### src/sv/swt_pkg.sv
`timescale 1ns / 1ps
`default_nettype none
// ----------------------------------------------------------------------------
// swt_pkg
// Shared types, codes and helpers of the sorted word table.
// ----------------------------------------------------------------------------
package swt_pkg;

  localparam int TABLE_DEPTH_DEF    = 256;
  localparam int MAX_WORD_CHARS_DEF = 40;
  localparam int QUEUE_DEPTH        = 4;

  localparam logic [1:0] OP_LOAD   = 2'd0;
  localparam logic [1:0] OP_UNIQUE = 2'd1;
  localparam logic [1:0] OP_SEARCH = 2'd2;
  localparam logic [1:0] OP_REMOVE = 2'd3;

  localparam logic [2:0] ST_INSERTED  = 3'd0;
  localparam logic [2:0] ST_DUPLICATE = 3'd1;
  localparam logic [2:0] ST_FOUND     = 3'd2;
  localparam logic [2:0] ST_NOT_FOUND = 3'd3;
  localparam logic [2:0] ST_REMOVED   = 3'd4;
  localparam logic [2:0] ST_FULL      = 3'd5;
  localparam logic [2:0] ST_TOO_LONG  = 3'd6;

  typedef struct packed {
    logic [1:0] opcode;
    logic [7:0] key_char;
    logic       key_last;
  } item_t;

  // ASCII case fold: A-Z map onto a-z
  function automatic logic [7:0] fold_case(input logic [7:0] c);
    logic [7:0] r;
    r = c;
    if (c >= 8'd65 && c <= 8'd90) begin
      r = c + 8'd32;
    end
    return r;
  endfunction

endpackage
`default_nettype wire

### src/sv/swt_front.sv
`timescale 1ns / 1ps
`default_nettype none
// ----------------------------------------------------------------------------
// swt_front
// Request intake: a short queue that decouples the port from the engine.
// ----------------------------------------------------------------------------
module swt_front (
  input  wire logic          clk,
  input  wire logic          rst,
  input  wire logic          push,
  output logic               full,
  input  wire swt_pkg::item_t in_item,
  output logic               q_valid,
  output swt_pkg::item_t     q_item,
  input  wire logic          q_ready
);
  import swt_pkg::*;

  localparam int PW = $clog2(QUEUE_DEPTH);

  item_t         slots [QUEUE_DEPTH];
  logic [PW-1:0] wptr;
  logic [PW-1:0] rptr;
  logic [PW:0]   fill;
  logic          do_push;
  logic          do_pop;

  assign full    = (fill == (PW+1)'(QUEUE_DEPTH));
  assign q_valid = (fill != '0);
  assign q_item  = slots[rptr];
  assign do_push = push && !full;
  assign do_pop  = q_valid && q_ready;

  always_ff @(posedge clk) begin
    if (do_push) begin
      slots[wptr] <= in_item;
    end
    if (rst) begin
      wptr <= '0;
      rptr <= '0;
      fill <= '0;
    end else begin
      if (do_push) wptr <= wptr + PW'(1);
      if (do_pop)  rptr <= rptr + PW'(1);
      if (do_push && !do_pop) fill <= fill + (PW+1)'(1);
      else if (!do_push && do_pop) fill <= fill - (PW+1)'(1);
    end
  end

endmodule
`default_nettype wire

### config.mk
export PLATFORM = sky130hd
export DESIGN_NAME = swt_front
export DESIGN_NICKNAME = d
export VERILOG_FILES = /design/src/sv/swt_pkg.sv /design/src/sv/swt_front.sv
export SDC_FILE = /design/constraint.sdc
export NUM_CORES = 1
export LEC_CHECK = 0
export ABC_AREA = 1
export BUFFER_PORTS_ARGS = -buffer_cell sky130_fd_sc_hd__buf_2
export CORE_ASPECT_RATIO = 1.4
export CORE_MARGIN = 2
export CORE_UTILIZATION = 25
export DETAILED_ROUTE_END_ITERATION = 16
export GPL_TIMING_DRIVEN = 0
export PLACE_DENSITY = 0.4
export SLEW_MARGIN = 10
export SYNTH_ARGS = -nofsm -noshare
export SYNTH_HDL_FRONTEND = slang
export SYNTH_SLANG_ARGS = --single-unit
### constraint.sdc
create_clock -name clk -period 2.2 [get_ports clk]
set_clock_uncertainty 0.2 [all_clocks]
set_input_delay 0.33 -clock clk [delete_from_list [all_inputs] [get_ports clk]]
set_output_delay 0.33 -clock clk [all_outputs]
set_load 0.005 [all_outputs]
Yosys cells after proc, flatten, opt, wreduce, memory -nomap -nowiden
Memories as Yosys holds them, arrays and structs flattened. A register that Yosys moved wholly into a read port is not among the register bits.
Cells that the tools add are included.
{"block": "totals", "reg_bits": 7, "latch_bits": 0, "ramBits": 44, "rom_bits": 0, "in_bits": 15, "out_inout_bits": 13, "word_cells": 24, "n_memories": 1}
{"block": "op_classes", "add_sub_neg": 4, "multipliers": 0, "div_mod_pow": 0, "order_cmp": 0, "n_eq_ne": 1, "n_shift": 0, "n_mux": 6, "n_bitwise": 0, "n_reduce_logical": 9}
{"name": "slots", "depth": 4, "width": 11, "read_ports": 1, "rd_ports_with_merged_regs": 1, "write_ports": 1, "line_no": "swt_front.sv:21", "rtl": "item_t slots [QUEUE_DEPTH];"}
{"operator": "3-bit 2-to-1 mux", "count": 2}
{"operator": "2-bit by 1-bit adder with 2-bit output, second input constant", "count": 2}
{"operator": "1-bit logical AND", "count": 4}
{"operator": "2-bit 2-to-1 mux", "count": 2}
{"operator": "3-bit by 1-bit adder with 3-bit output, second input constant", "count": 1}
{"operator": "3-bit == test, second input constant", "count": 1}
{"operator": "1-bit zero test", "count": 3}
{"operator": "3-bit nonzero test", "count": 1}
{"operator": "3-bit by 1-bit subtractor with 3-bit output, second input constant", "count": 1}
{"operator": "1-bit 2-to-1 mux", "count": 2}
{"operator": "2-bit nonzero test", "count": 1}

Longest topological paths before layout
Gate-level depths: netlist of run 1.
{"block": "logic_depth", "ltp_word": 7, "ltp_mapped": 13, "mapped_depth_nobuf": 13}

Least setup slack after synthesis of run 1
OpenSTA, ideal clock, no wires.
{"block": "synth_path", "path_kind": "flip-flop to flip-flop", "startpoint": "register fill[0]", "endpoint": "register fill[2]", "setup_ns": 0.113, "t_arrival_ns": 1.537, "t_required_ns": 1.887, "slack_ns": 0.350, "path_stages_with_launch": 14, "path_buffers": 0, "synth_period_minus_slack_ns": 1.850, "cell_sequence": "dfxtp_1 > nor2_4 > nand2_2 > nand2_4 > inv_2 > ha_1 > inv_1 > fa_1 > inv_1 > nand2_1 > nand3_1 > nand2_1 > nand2_1 > nor2_1"}
{"block": "synth_via", "elab_chain_len": 6, "elab_cells_between_ends": 14, "cone_classes": "2 x add/sub; 1 x eq/ne; 2 x mux; 9 x reduce/logical"}
{"item": "from (decl)", "line_no": "swt_front.sv:24", "rtl": "logic [PW:0] fill;"}
{"item": "from (signal assigned)", "line_no": "swt_front.sv:45", "rtl": "if (do_push && !do_pop) fill <= fill + (PW+1)'(1);"}
{"item": "from (signal assigned)", "line_no": "swt_front.sv:46", "rtl": "else if (!do_push && do_pop) fill <= fill - (PW+1)'(1);"}
{"item": "3-bit == test *", "line_no": "swt_front.sv:28", "rtl": "assign full = (fill == (PW+1)'(QUEUE_DEPTH));"}
{"item": "1-bit zero test *", "line_no": "swt_front.sv:31", "rtl": "assign do_push = push && !full;"}
{"item": "1-bit logical AND *", "line_no": "swt_front.sv:31"}
{"item": "named net do_push", "line_no": "swt_front.sv:25", "rtl": "logic do_push;"}
{"item": "1-bit zero test", "line_no": "swt_front.sv:46"}
{"item": "1-bit logical AND", "line_no": "swt_front.sv:46"}
{"item": "2-bit nonzero test (no line)"}
Mark *: on every way through the listed nets, which the timed path passes. The rest lies on a longest branch. The select of a mux whose other input is x is not followed.
A chain may end at the register's enable or synchronous reset.

Worst setup path after layout of run 1
{"block": "layout_path", "startpoint": "register fill[1]", "endpoint": "register fill[1]"}
The elaborated chain is that of the path after synthesis.

==> impl_metrics.tcl, run 1 <==
set metrics [dict create \
    overflow 0 \
    path_buf_inv 2 \
    viasPerCell 4.21 \
    route.met2.wl_um 2170 \
    cts_max_level 2 \
    startpoint_type "flop" \
    hpwl_um 2850 \
    synth_cell_type_count 20 \
    post_drt_wl_per_cell_um 14.1 \
    cp_data_required_time_ns 2.17 \
    period_minus_slack_ns 2.02 \
    finalHoldViolations 0 \
    nFillCells 831 \
    numPortBuffers 27 \
    drv_slew 0 \
    die_y_um 113 \
    synth_top_area_frac 0.619 \
    holdBufCountCts 0 \
    vias 1318 \
    wl_met1_um 1950 \
    first_pass_iters 4 \
    ant_nets 0 \
    cpLargestDelayFamily "adder cells" \
    synthesis.area_sq_um 2130 \
    cts_buffers 5 \
    critPathKind "flop to flop" \
    yosysSeqAreaShare 0.703 \
    synthCells 176 \
    wl_met3_um 216 \
    path_max_fanout 5 \
    diodes 0 \
    clk_latency_ns 0.28 \
    critPathMaxStageDelay_ns 0.40 \
    power_density_nw_per_um2 1120 \
    min_path_type "input pin to flop" \
    whs_ns 0.0590 \
    setup_viol 0 \
    slew_headroom 0.293 \
    fmax_ghz 0.495 \
    cts_setup_buffers 0 \
    antenna_found_initial 0 \
    crit_arrival_ns 2.00 \
    multi_input_area_sq_um 542 \
    ir_drop_uv 394 \
    area_growth_pct 19.9 \
    synth_area_leader_cell "edfxtp_1" \
    drc 0 \
    avgSynthCellArea_sq_um 12.1 \
    worstSetupEndpointType "flop" \
    cts_sinks 53 \
    layout-drive-gt1-share 0.261 \
    cpMaxStageDelayCell "fa_1" \
    synth-warning-count 0 \
    rows 39 \
    outcome "completed" \
    syn-num-nets 197 \
    grt_use_total 0.101 \
    clockBufferDepth 2 \
    dr.max_layer_used "met4" \
    worstMarginPinSlew_ns 1.06 \
    start_util 0.259 \
    finalWirelength_um 4400 \
    grt_max_degree 17 \
    leakagePower_nw 0.964 \
    pin_count 28 \
    die_w_um 82.1 \
    cts.clk_slew.worst_paths_ns 0.07 \
    rsz0062_at_grt "no" \
    ys_ff_latch 53 \
    crit_chain "nor2_4, nand2_2, nand2_4, inv_2, ha_1, inv_1, fa_1, o21ai_0, nor2_1" \
    regArea_sq_um 1500 \
    cts_root_buffer "clkbuf_16" \
    globalplace.congestion 0.681 \
    setup_slack_ns 0.179 \
    grt_pass1_wl_um 6780 \
    layout.nets 231 \
    core_sq_um 8250 \
    first_global_vias 1309 \
    die_area_sq_um 9300 \
    ys_top_cells_by_area "edfxtp_1 62%, dfxtp_1 8.4%, nor2_1 6.2%" \
    pre_cts_ws_ns -0.0520 \
    drt-initial-drc-count 50 \
    fin_crit_sh 0.919 \
    tritoncts "yes" \
    drv_cap 0 \
]
[timing repair]
item	CTS	global route
setup endpoints to repair	22	23
gates cloned	0	0
gates resized for setup	2	3
[cell families after synthesis]
family                     after synthesis  synth area share
adders and majority gates                6            0.0387
and+or+nand+nor                         56             0.114
AOI/OAI and AO/OA                       37            0.0932
buffers and inverters                   23            0.0463
xor gates and xnor gates                 1           0.00410
DFF                                     53             0.703
[layout by cell type (no fill, tap or decap), drive strengths merged, types with 2 or more instances in the layout]
cell	Yosys	routed
edfxtp	44	44
nor2	36	36
buf	6	33
o21ai	23	23
inv	17	17
nand2	15	15
o22ai	11	11
dfxtp	9	9
clkbuf	0	6
ha	5	5
nand3	4	4
a21oi	3	3
clkinv	0	2
[final timing paths]
kind	from	end	slack [ns]	cells past startpoint
max	fill[1]$_SDFFE_PP0P_	fill[1]$_SDFFE_PP0P_	0.18	9
min	in_item[1]	slots[0][1]$_DFFE_PP_	0.06	1
max reg2reg	fill[1]$_SDFFE_PP0P_	fill[1]$_SDFFE_PP0P_	0.18	9
min reg2reg	rptr[0]$_SDFFE_PP0P_	rptr[0]$_SDFFE_PP0P_	0.30	2
[power by group]
part	switching, mW	internal [mW]
Clock	0.336	0.453
Combinational	0.470	0.297
Sequential	0.0705	1.23
Total	0.877	1.98
[metrics by stage]
step                utilization  power, mW  instance area, sq um  std cells  setup TNS, ns
floorplan                     -       1.81                  2130        176              0
global placement          0.291       2.11                  2400        305         -0.872
detailed placement        0.291       2.12                  2400        305         -0.778
CTS                       0.310       2.91                  2550        313              0
global route              0.310       3.06                  2560        313              0
finish                    0.310       2.86                  2560        313              0
[layout make-up]
cell class	instances	share of cell area
Buffer	6	0.0137
Clock buffer	6	0.0543
Clock inverter	2	0.00538
Inverter	17	0.0249
Multi-Input combinational cell	100	0.212
Sequential cell	53	0.587
Tap cell	102	0.0499
Timing Repair Buffer	27	0.0528
[metal layers]
| layer | global-route usage | up-vias |
|---|---|---|
| met4 | 0.0400 | 0 |
| li1 | - | 680 |
| met5 | 0 | - |
| met1 | 0.122 | 605 |
| met2 | 0.168 | 27 |
| met3 | 0.0271 | 6 |
[cells in the mapped netlist]
| library cell | instances |
|---|---|
| a21oi_1 | 3 |
| nor2_1 | 35 |
| inv_1 | 14 |
| o21ai_0 | 5 |
| ha_1 | 5 |
| fa_1 | 1 |
| inv_2 | 3 |
| o22ai_1 | 11 |
| buf_4 | 2 |
| nand2_2 | 4 |
| nand2_1 | 10 |
| nand2_4 | 1 |
| dfxtp_1 | 9 |
| o21ai_1 | 18 |
| buf_2 | 4 |
| nand3_1 | 4 |
| edfxtp_1 | 44 |
| nand3b_1 | 1 |
| nor2_4 | 1 |
| xor2_1 | 1 |
[state kept, by name (all words and copies together) (netlist names), named ones only]
name and flops:
rptr 2, wptr 2, fill 3, slots 44
Power figures use the tool's default switching activity.
==> run 2, diff against run 1 <==
ABC_AREA = unset   (was 1)
==> run 2 against run 1 <==
  * Fmax down 3.6%
  * Global-route usage shrank 1.5 points
  * Die area down 3.5%
  * Core utilization increased by 0.067 points
  * Routed wire length down 17%
  * Power shrank 3.3%
  * Worst setup slack worse by 0.076 ns
  * Critical path type unchanged
==> impl_metrics.tcl, run 2 <==
set metrics [dict create \
    min_path_type "input pin to flop" \
    comb_power_share 0.249 \
    hpwl_um 2420 \
    finalWirelength_um 3650 \
    synth_cell_type_count 21 \
    start_util 0.254 \
    path_max_fanout 6 \
    core_sq_um 8100 \
    rsz0062_at_grt "no" \
    slew_headroom 0.541 \
    clockBufferDepth 2 \
    synthFlopType "edfxtp_1" \
    path_buf_inv 1 \
    drv_slew 0 \
    layout.nets 163 \
    rows 39 \
    grt_pass1_wl_um 5600 \
    crit_chain "o31ai_4, ha_2, inv_1, fa_2, xor2_1, or3_1, a21oi_1" \
    overflow 0 \
    drt-initial-drc-count 32 \
    viasPerCell 4.19 \
    seq_power_share 0.474 \
    netSwitchingFraction 0.265 \
    fmax_ghz 0.477 \
    globalplace.congestion 0.641 \
    synthesis.area_sq_um 2060 \
    crit_arrival_ns 2.11 \
    outcome "completed" \
    post_drt_wl_per_cell_um 14.9 \
    clk_latency_ns 0.28 \
    async_flop_share 0 \
    cts_buffers 5 \
    cts_root_buffer "clkbuf_16" \
    cpLargestDelayFamily "adder cells" \
    drv_cap 0 \
    critPathMaxStageDelay_ns 0.37 \
    cts.clk_slew.worst_paths_ns 0.07 \
    ys_top_cells_by_area "edfxtp_1 64%, mux4_2 12%, dfxtp_1 8.8%" \
    ant_nets 0 \
    cpMaxStageDelayCell "dfxtp_4" \
    intPower_mw 2.03 \
    fin_crit_sh 0.953 \
    final_area_sq_um 2520 \
    die_w_um 80.7 \
    setup_viol 0 \
    crit_path_start "fill[2]$_SDFFE_PP0P_" \
    r2r_start "fill[2]$_SDFFE_PP0P_" \
    pre_cts_ws_ns -0.145 \
    synth_edf_count 44 \
    pin_count 28 \
    power.switching_uw 734 \
    synthTopCellsByCount "44 x edfxtp_1, 11 x mux4_2, 9 x dfxtp_1, 5 x ha_1, 5 x nor2_1" \
    grt_max_degree 18 \
    power_mw 2.77 \
    first_global_vias 1112 \
    layout_commonest_cell "edfxtp_1" \
    cts_max_level 2 \
    reg_top3 "slots (44), fill (3)" \
    drc 0 \
    area_growth_pct 22.5 \
    cts_sinks 53 \
    setup_slack_ns 0.103 \
    period_minus_slack_ns 2.10 \
    hp-start "in_item[7]" \
    die_y_um 111 \
    avgSynthCellArea_sq_um 19.6 \
    ir_drop_uv 504 \
    tritoncts "yes" \
    critPathKind "flop to flop" \
    numPortBuffers 26 \
    first_pass_iters 4 \
    final_cell_mix "44 x edfxtp_1, 27 x buf_2, 11 x mux4_2" \
    startpoint_type "flop" \
    synth-warning-count 0 \
    synthCells 105 \
    worstSetupEndpointType "flop" \
    antenna_found_initial 0 \
    cp_data_required_time_ns 2.21 \
    die_area_sq_um 8980 \
    worstMarginPinSlew_ns 0.689 \
    layout-drive-gt1-share 0.413 \
    synth_top_area_frac 0.642 \
    leakagePower_nw 0.879 \
    placed_cell_area_sq_um 2310 \
    ys_ff_latch 53 \
    pwr-share-clk 0.277 \
    largest_reg_flops 44 \
    vias 1027 \
    power_density_nw_per_um2 1100 \
    top_register "slots" \
    diodes 0 \
    nFillCells 830 \
    grt_use_total 0.0857 \
    synth_area_leader_cell "edfxtp_1" \
    syn-num-nets 126 \
    yosysSeqAreaShare 0.730 \
    synth.most_common_cell "edfxtp_1" \
    finalHoldViolations 0 \
]
run 2: timing repair:
item / in CTS / in global routing
setup buffers: 1 / 3
resized for setup: 4 / 5
hold buffers: 0 / 0
setup endpoints to repair: 1 / 1
pin swaps: 2 / 4
run 2: per-stage QoR:
stage	hold slack, ns	setup TNS, ns	cells	util
after floorplan	0.229	0	105	-
after global placement	0.292	-0.0852	233	0.286
after detailed placement	0.307	-0.145	233	0.286
after CTS	0.0538	0	242	0.306
after global routing	0.0531	0	245	0.311
final	0.0566	0	245	0.311
run 2: kinds of logic after synthesis:
family / count (synthesis) / share of synthesized area
XOR/XNOR: 4 / 0.0170
adder cells (fa/ha/maj): 6 / 0.0401
AND/OR/NAND/NOR: 16 / 0.0456
buffers and inverters: 7 / 0.0170
multiplexers: 13 / 0.130
AO/OA/AOI/OAI: 6 / 0.0201
flip-flops: 53 / 0.730
run 2: cell type report:
cell class / instances / area (sq um) / area share
buffer: 3 / 20.0 / 0.00794
multi-input combinational: 45 / 541 / 0.214
timing repair buffer: 30 / 160 / 0.0636
clock buffer: 5 / 125 / 0.0497
tap: 102 / 128 / 0.0506
clock inverter: 3 / 21.3 / 0.00844
sequential: 53 / 1510 / 0.599
inverter: 4 / 15.0 / 0.00596
run 2: worst paths after layout:
path / to / slack (ns) / depth (start not counted)
max: fill[2]$_SDFFE_PP0P_ / 0.10 / 7
min: slots[0][7]$_DFFE_PP_ / 0.06 / 1
max reg2reg: fill[2]$_SDFFE_PP0P_ / 0.10 / 7
min reg2reg: wptr[1]$_SDFFE_PP0P_ / 0.31 / 2
run 2: layer usage:
| metal | wire, um | up-vias | GRT usage |
|---|---|---|---|
| li1 | - | 481 | - |
| met1 | 1410 | 514 | 0.0964 |
| met2 | 1990 | 27 | 0.150 |
| met3 | 195 | 5 | 0.0269 |
| met4 | 50 | 0 | 0.0305 |
| met5 | 0 | - | 0 |
run 2: power groups by stage:
stage	combinational, mW	sequential (mW)	clock, mW
2_1_floorplan	0.442	1.30	0
3_3_place_gp	0.639	1.31	0
6_report	0.689	1.31	0.765
3_5_place_dp	0.656	1.32	0
5_1_grt	0.773	1.32	0.829
4_1_cts	0.673	1.31	0.791
==> run 3, diff against run 2 <==
CELL_PAD_IN_SITES_DETAIL_PLACEMENT = 0   (was unset)
CELL_PAD_IN_SITES_GLOBAL_PLACEMENT = 1   (was unset)
PLACE_DENSITY = 0.45   (was 0.4)
==> run 3 against run 2 <==
  * Routed wire length decreased by 3.0%
  * Global-route usage about the same
  * Combinational power is 1% lower
  * Largest cell class unchanged
  * Worst setup slack got worse by 0.048 ns
  * Clock power down 2.9%
  * Largest power group unchanged
  * Fmax shrank 2.3%
==> impl_metrics.tcl, run 3 (synthesis gave the netlist of run 2 again) <==
set metrics [dict create \
    seq_power_share 0.479 \
    viasPerCell 4.20 \
    reg_top3 "slots (44), fill (3)" \
    post_drt_wl_per_cell_um 14.5 \
    r2r_slack_ns 0.05 \
    drt-initial-drc-count 85 \
    die_w_um 80.7 \
    leakagePower_nw 0.877 \
    grt_pass1_wl_um 5660 \
    r2r_cells 7 \
    tritoncts "yes" \
    drc 0 \
    cts_sinks 53 \
    layout.nets 162 \
    ir_drop_uv 465 \
    fin_util 0.310 \
    final_cell_mix "44 x edfxtp_1, 27 x buf_2, 11 x mux4_2" \
    rows 39 \
    grt_use_total 0.0856 \
    first_pass_iters 4 \
    min_path_type "input pin to flop" \
    cts_max_level 2 \
    globalplace.congestion 0.673 \
    layout_commonest_cell "edfxtp_1" \
    cts_buffers 5 \
    finalWirelength_um 3540 \
    nFillCells 829 \
    die_y_um 111 \
    netSwitchingFraction 0.262 \
    worstHoldPathCells 1 \
    die_area_sq_um 8980 \
    r2r_end "fill[2]$_SDFFE_PP0P_" \
    crit_arrival_ns 2.15 \
    core_sq_um 8100 \
    startpoint_type "flop" \
    finalHoldViolations 0 \
    setup_slack_ns 0.0546 \
    placed_cell_area_sq_um 2310 \
    worstSetupEndpointType "flop" \
    hpwl_um 2370 \
    overflow 0 \
    ant_nets 0 \
    clk_latency_ns 0.28 \
    final_area_sq_um 2510 \
    pwr-share-clk 0.272 \
    grt_max_degree 17 \
    start_util 0.254 \
    critPathKind "flop to flop" \
    layout-drive-gt1-share 0.401 \
    cts_root_buffer "clkbuf_16" \
    dp.cells 233 \
    drv_cap 0 \
    area_growth_pct 22.1 \
    fmax_ghz 0.466 \
    diodes 0 \
    numPortBuffers 26 \
    hold_end "slots[3][0]$_DFFE_PP_" \
    cts.clk_slew.worst_paths_ns 0.07 \
    clockBufferDepth 2 \
    r2r_start "fill[2]$_SDFFE_PP0P_" \
    antenna_found_initial 0 \
    pre_cts_ws_ns -0.200 \
    slew_headroom 0.561 \
    vias 1024 \
    power.switching_uw 717 \
    fin_crit_sh 0.975 \
    pin_count 28 \
    hp-start "in_item[0]" \
    cp_data_required_time_ns 2.20 \
    comb_power_share 0.249 \
    crit_chain "o31ai_4, ha_2, inv_1, fa_2, xor2_1, or3_1, a21oi_1" \
    drv_slew 0 \
    period_minus_slack_ns 2.15 \
    first_global_vias 1078 \
    largest_reg_flops 44 \
    power_density_nw_per_um2 1090 \
    critPathMaxStageDelay_ns 0.36 \
    cpMaxStageDelayCell "dfxtp_2" \
    top_register "slots" \
    worstMarginPinSlew_ns 0.659 \
    setup_viol 0 \
    path_max_fanout 6 \
    outcome "completed" \
    intPower_mw 2.02 \
    fin_cells 244 \
]
==> run 3: changes by cell type in the layout (fill, tap and decap cells not counted) <==
cell	previous run	this run
nor2_4	0	1
inv_6	1	0
clkinv_4	0	1
buf_4	4	3
clkinv_1	0	1
nor2_2	1	0
clkinvlp_4	1	0
dfxtp_4	2	1
dfxtp_2	1	2
==> run 3: metal layers <==
layer | GRT usage | up-vias | wire length (um)
met4 | 0.0339 | 0 | 40
li1 | - | 482 | -
met1 | 0.0992 | 508 | 1380
met5 | 0 | - | 0
met2 | 0.149 | 30 | 1910
met3 | 0.0212 | 4 | 207
==> run 3: worst max path at each step <==
stage,from,to,slack (ns),cells past startpoint
after floorplan,fill[0]$_SDFFE_PP0P_,fill[2]$_SDFFE_PP0P_,0.04,8
after global placement,fill[0]$_SDFFE_PP0P_,fill[2]$_SDFFE_PP0P_,-0.13,8
final,fill[2]$_SDFFE_PP0P_,fill[2]$_SDFFE_PP0P_,0.05,7
after detailed placement,fill[0]$_SDFFE_PP0P_,fill[2]$_SDFFE_PP0P_,-0.20,8
after global routing,fill[2]$_SDFFE_PP0P_,fill[2]$_SDFFE_PP0P_,-0.03,7
after CTS,fill[1]$_SDFFE_PP0P_,fill[2]$_SDFFE_PP0P_,0.007,7
==> run 3: area by class of cell <==
| type | instances | area [sq um] | area share |
|---|---|---|---|
| Clock buffer | 5 | 125 | 0.0498 |
| Multi-Input combinational cell | 45 | 546 | 0.217 |
| Inverter | 4 | 15.0 | 0.00598 |
| Timing Repair Buffer | 29 | 153 | 0.0608 |
| Buffer | 3 | 20.0 | 0.00797 |
| Sequential cell | 53 | 1510 | 0.600 |
| Clock inverter | 3 | 17.5 | 0.00698 |
| Tap cell | 102 | 128 | 0.0508 |
==> run 3: repair_timing <==
item / in CTS / in global routing
setup buffers: 1 / 2
pin swaps: 1 / 2
hold buffers: 0 / 0
gates resized for setup: 5 / 4
setup endpoints to repair: 1 / 2
==> run 3: through the flow <==
step | setup TNS (ns) | total power [mW] | hold slack (ns)
5_1_grt | -0.0325 | 2.88 | 0.0667
6_report | 0 | 2.73 | 0.0595
3_5_place_dp | -0.200 | 1.97 | 0.311
3_3_place_gp | -0.130 | 1.95 | 0.290
4_1_cts | 0 | 2.74 | 0.0557
2_1_floorplan | 0 | 1.74 | 0.229
==> run 3: critical path: cells and delay by family, from the launching register on <==
| kind | cells | cell delay [ns] |
|---|---|---|
| xor gates and xnor gates | 1 | 0.15 |
| and+or+nand+nor | 1 | 0.30 |
| AOI/OAI and AO/OA | 2 | 0.44 |
| buffers and inverters | 1 | 0.05 |
| adders and majority gates | 2 | 0.57 |
| DFF | 1 | 0.36 |
==> run 3: power by group through the flow <==
| stage | Clock [mW] | Combinational [mW] | Sequential (mW) |
|---|---|---|---|
| 3_3_place_gp | 0 | 0.643 | 1.31 |
| 2_1_floorplan | 0 | 0.442 | 1.30 |
| 6_report | 0.743 | 0.681 | 1.31 |
| 5_1_grt | 0.792 | 0.767 | 1.33 |
| 4_1_cts | 0.763 | 0.673 | 1.31 |
| 3_5_place_dp | 0 | 0.655 | 1.32 |
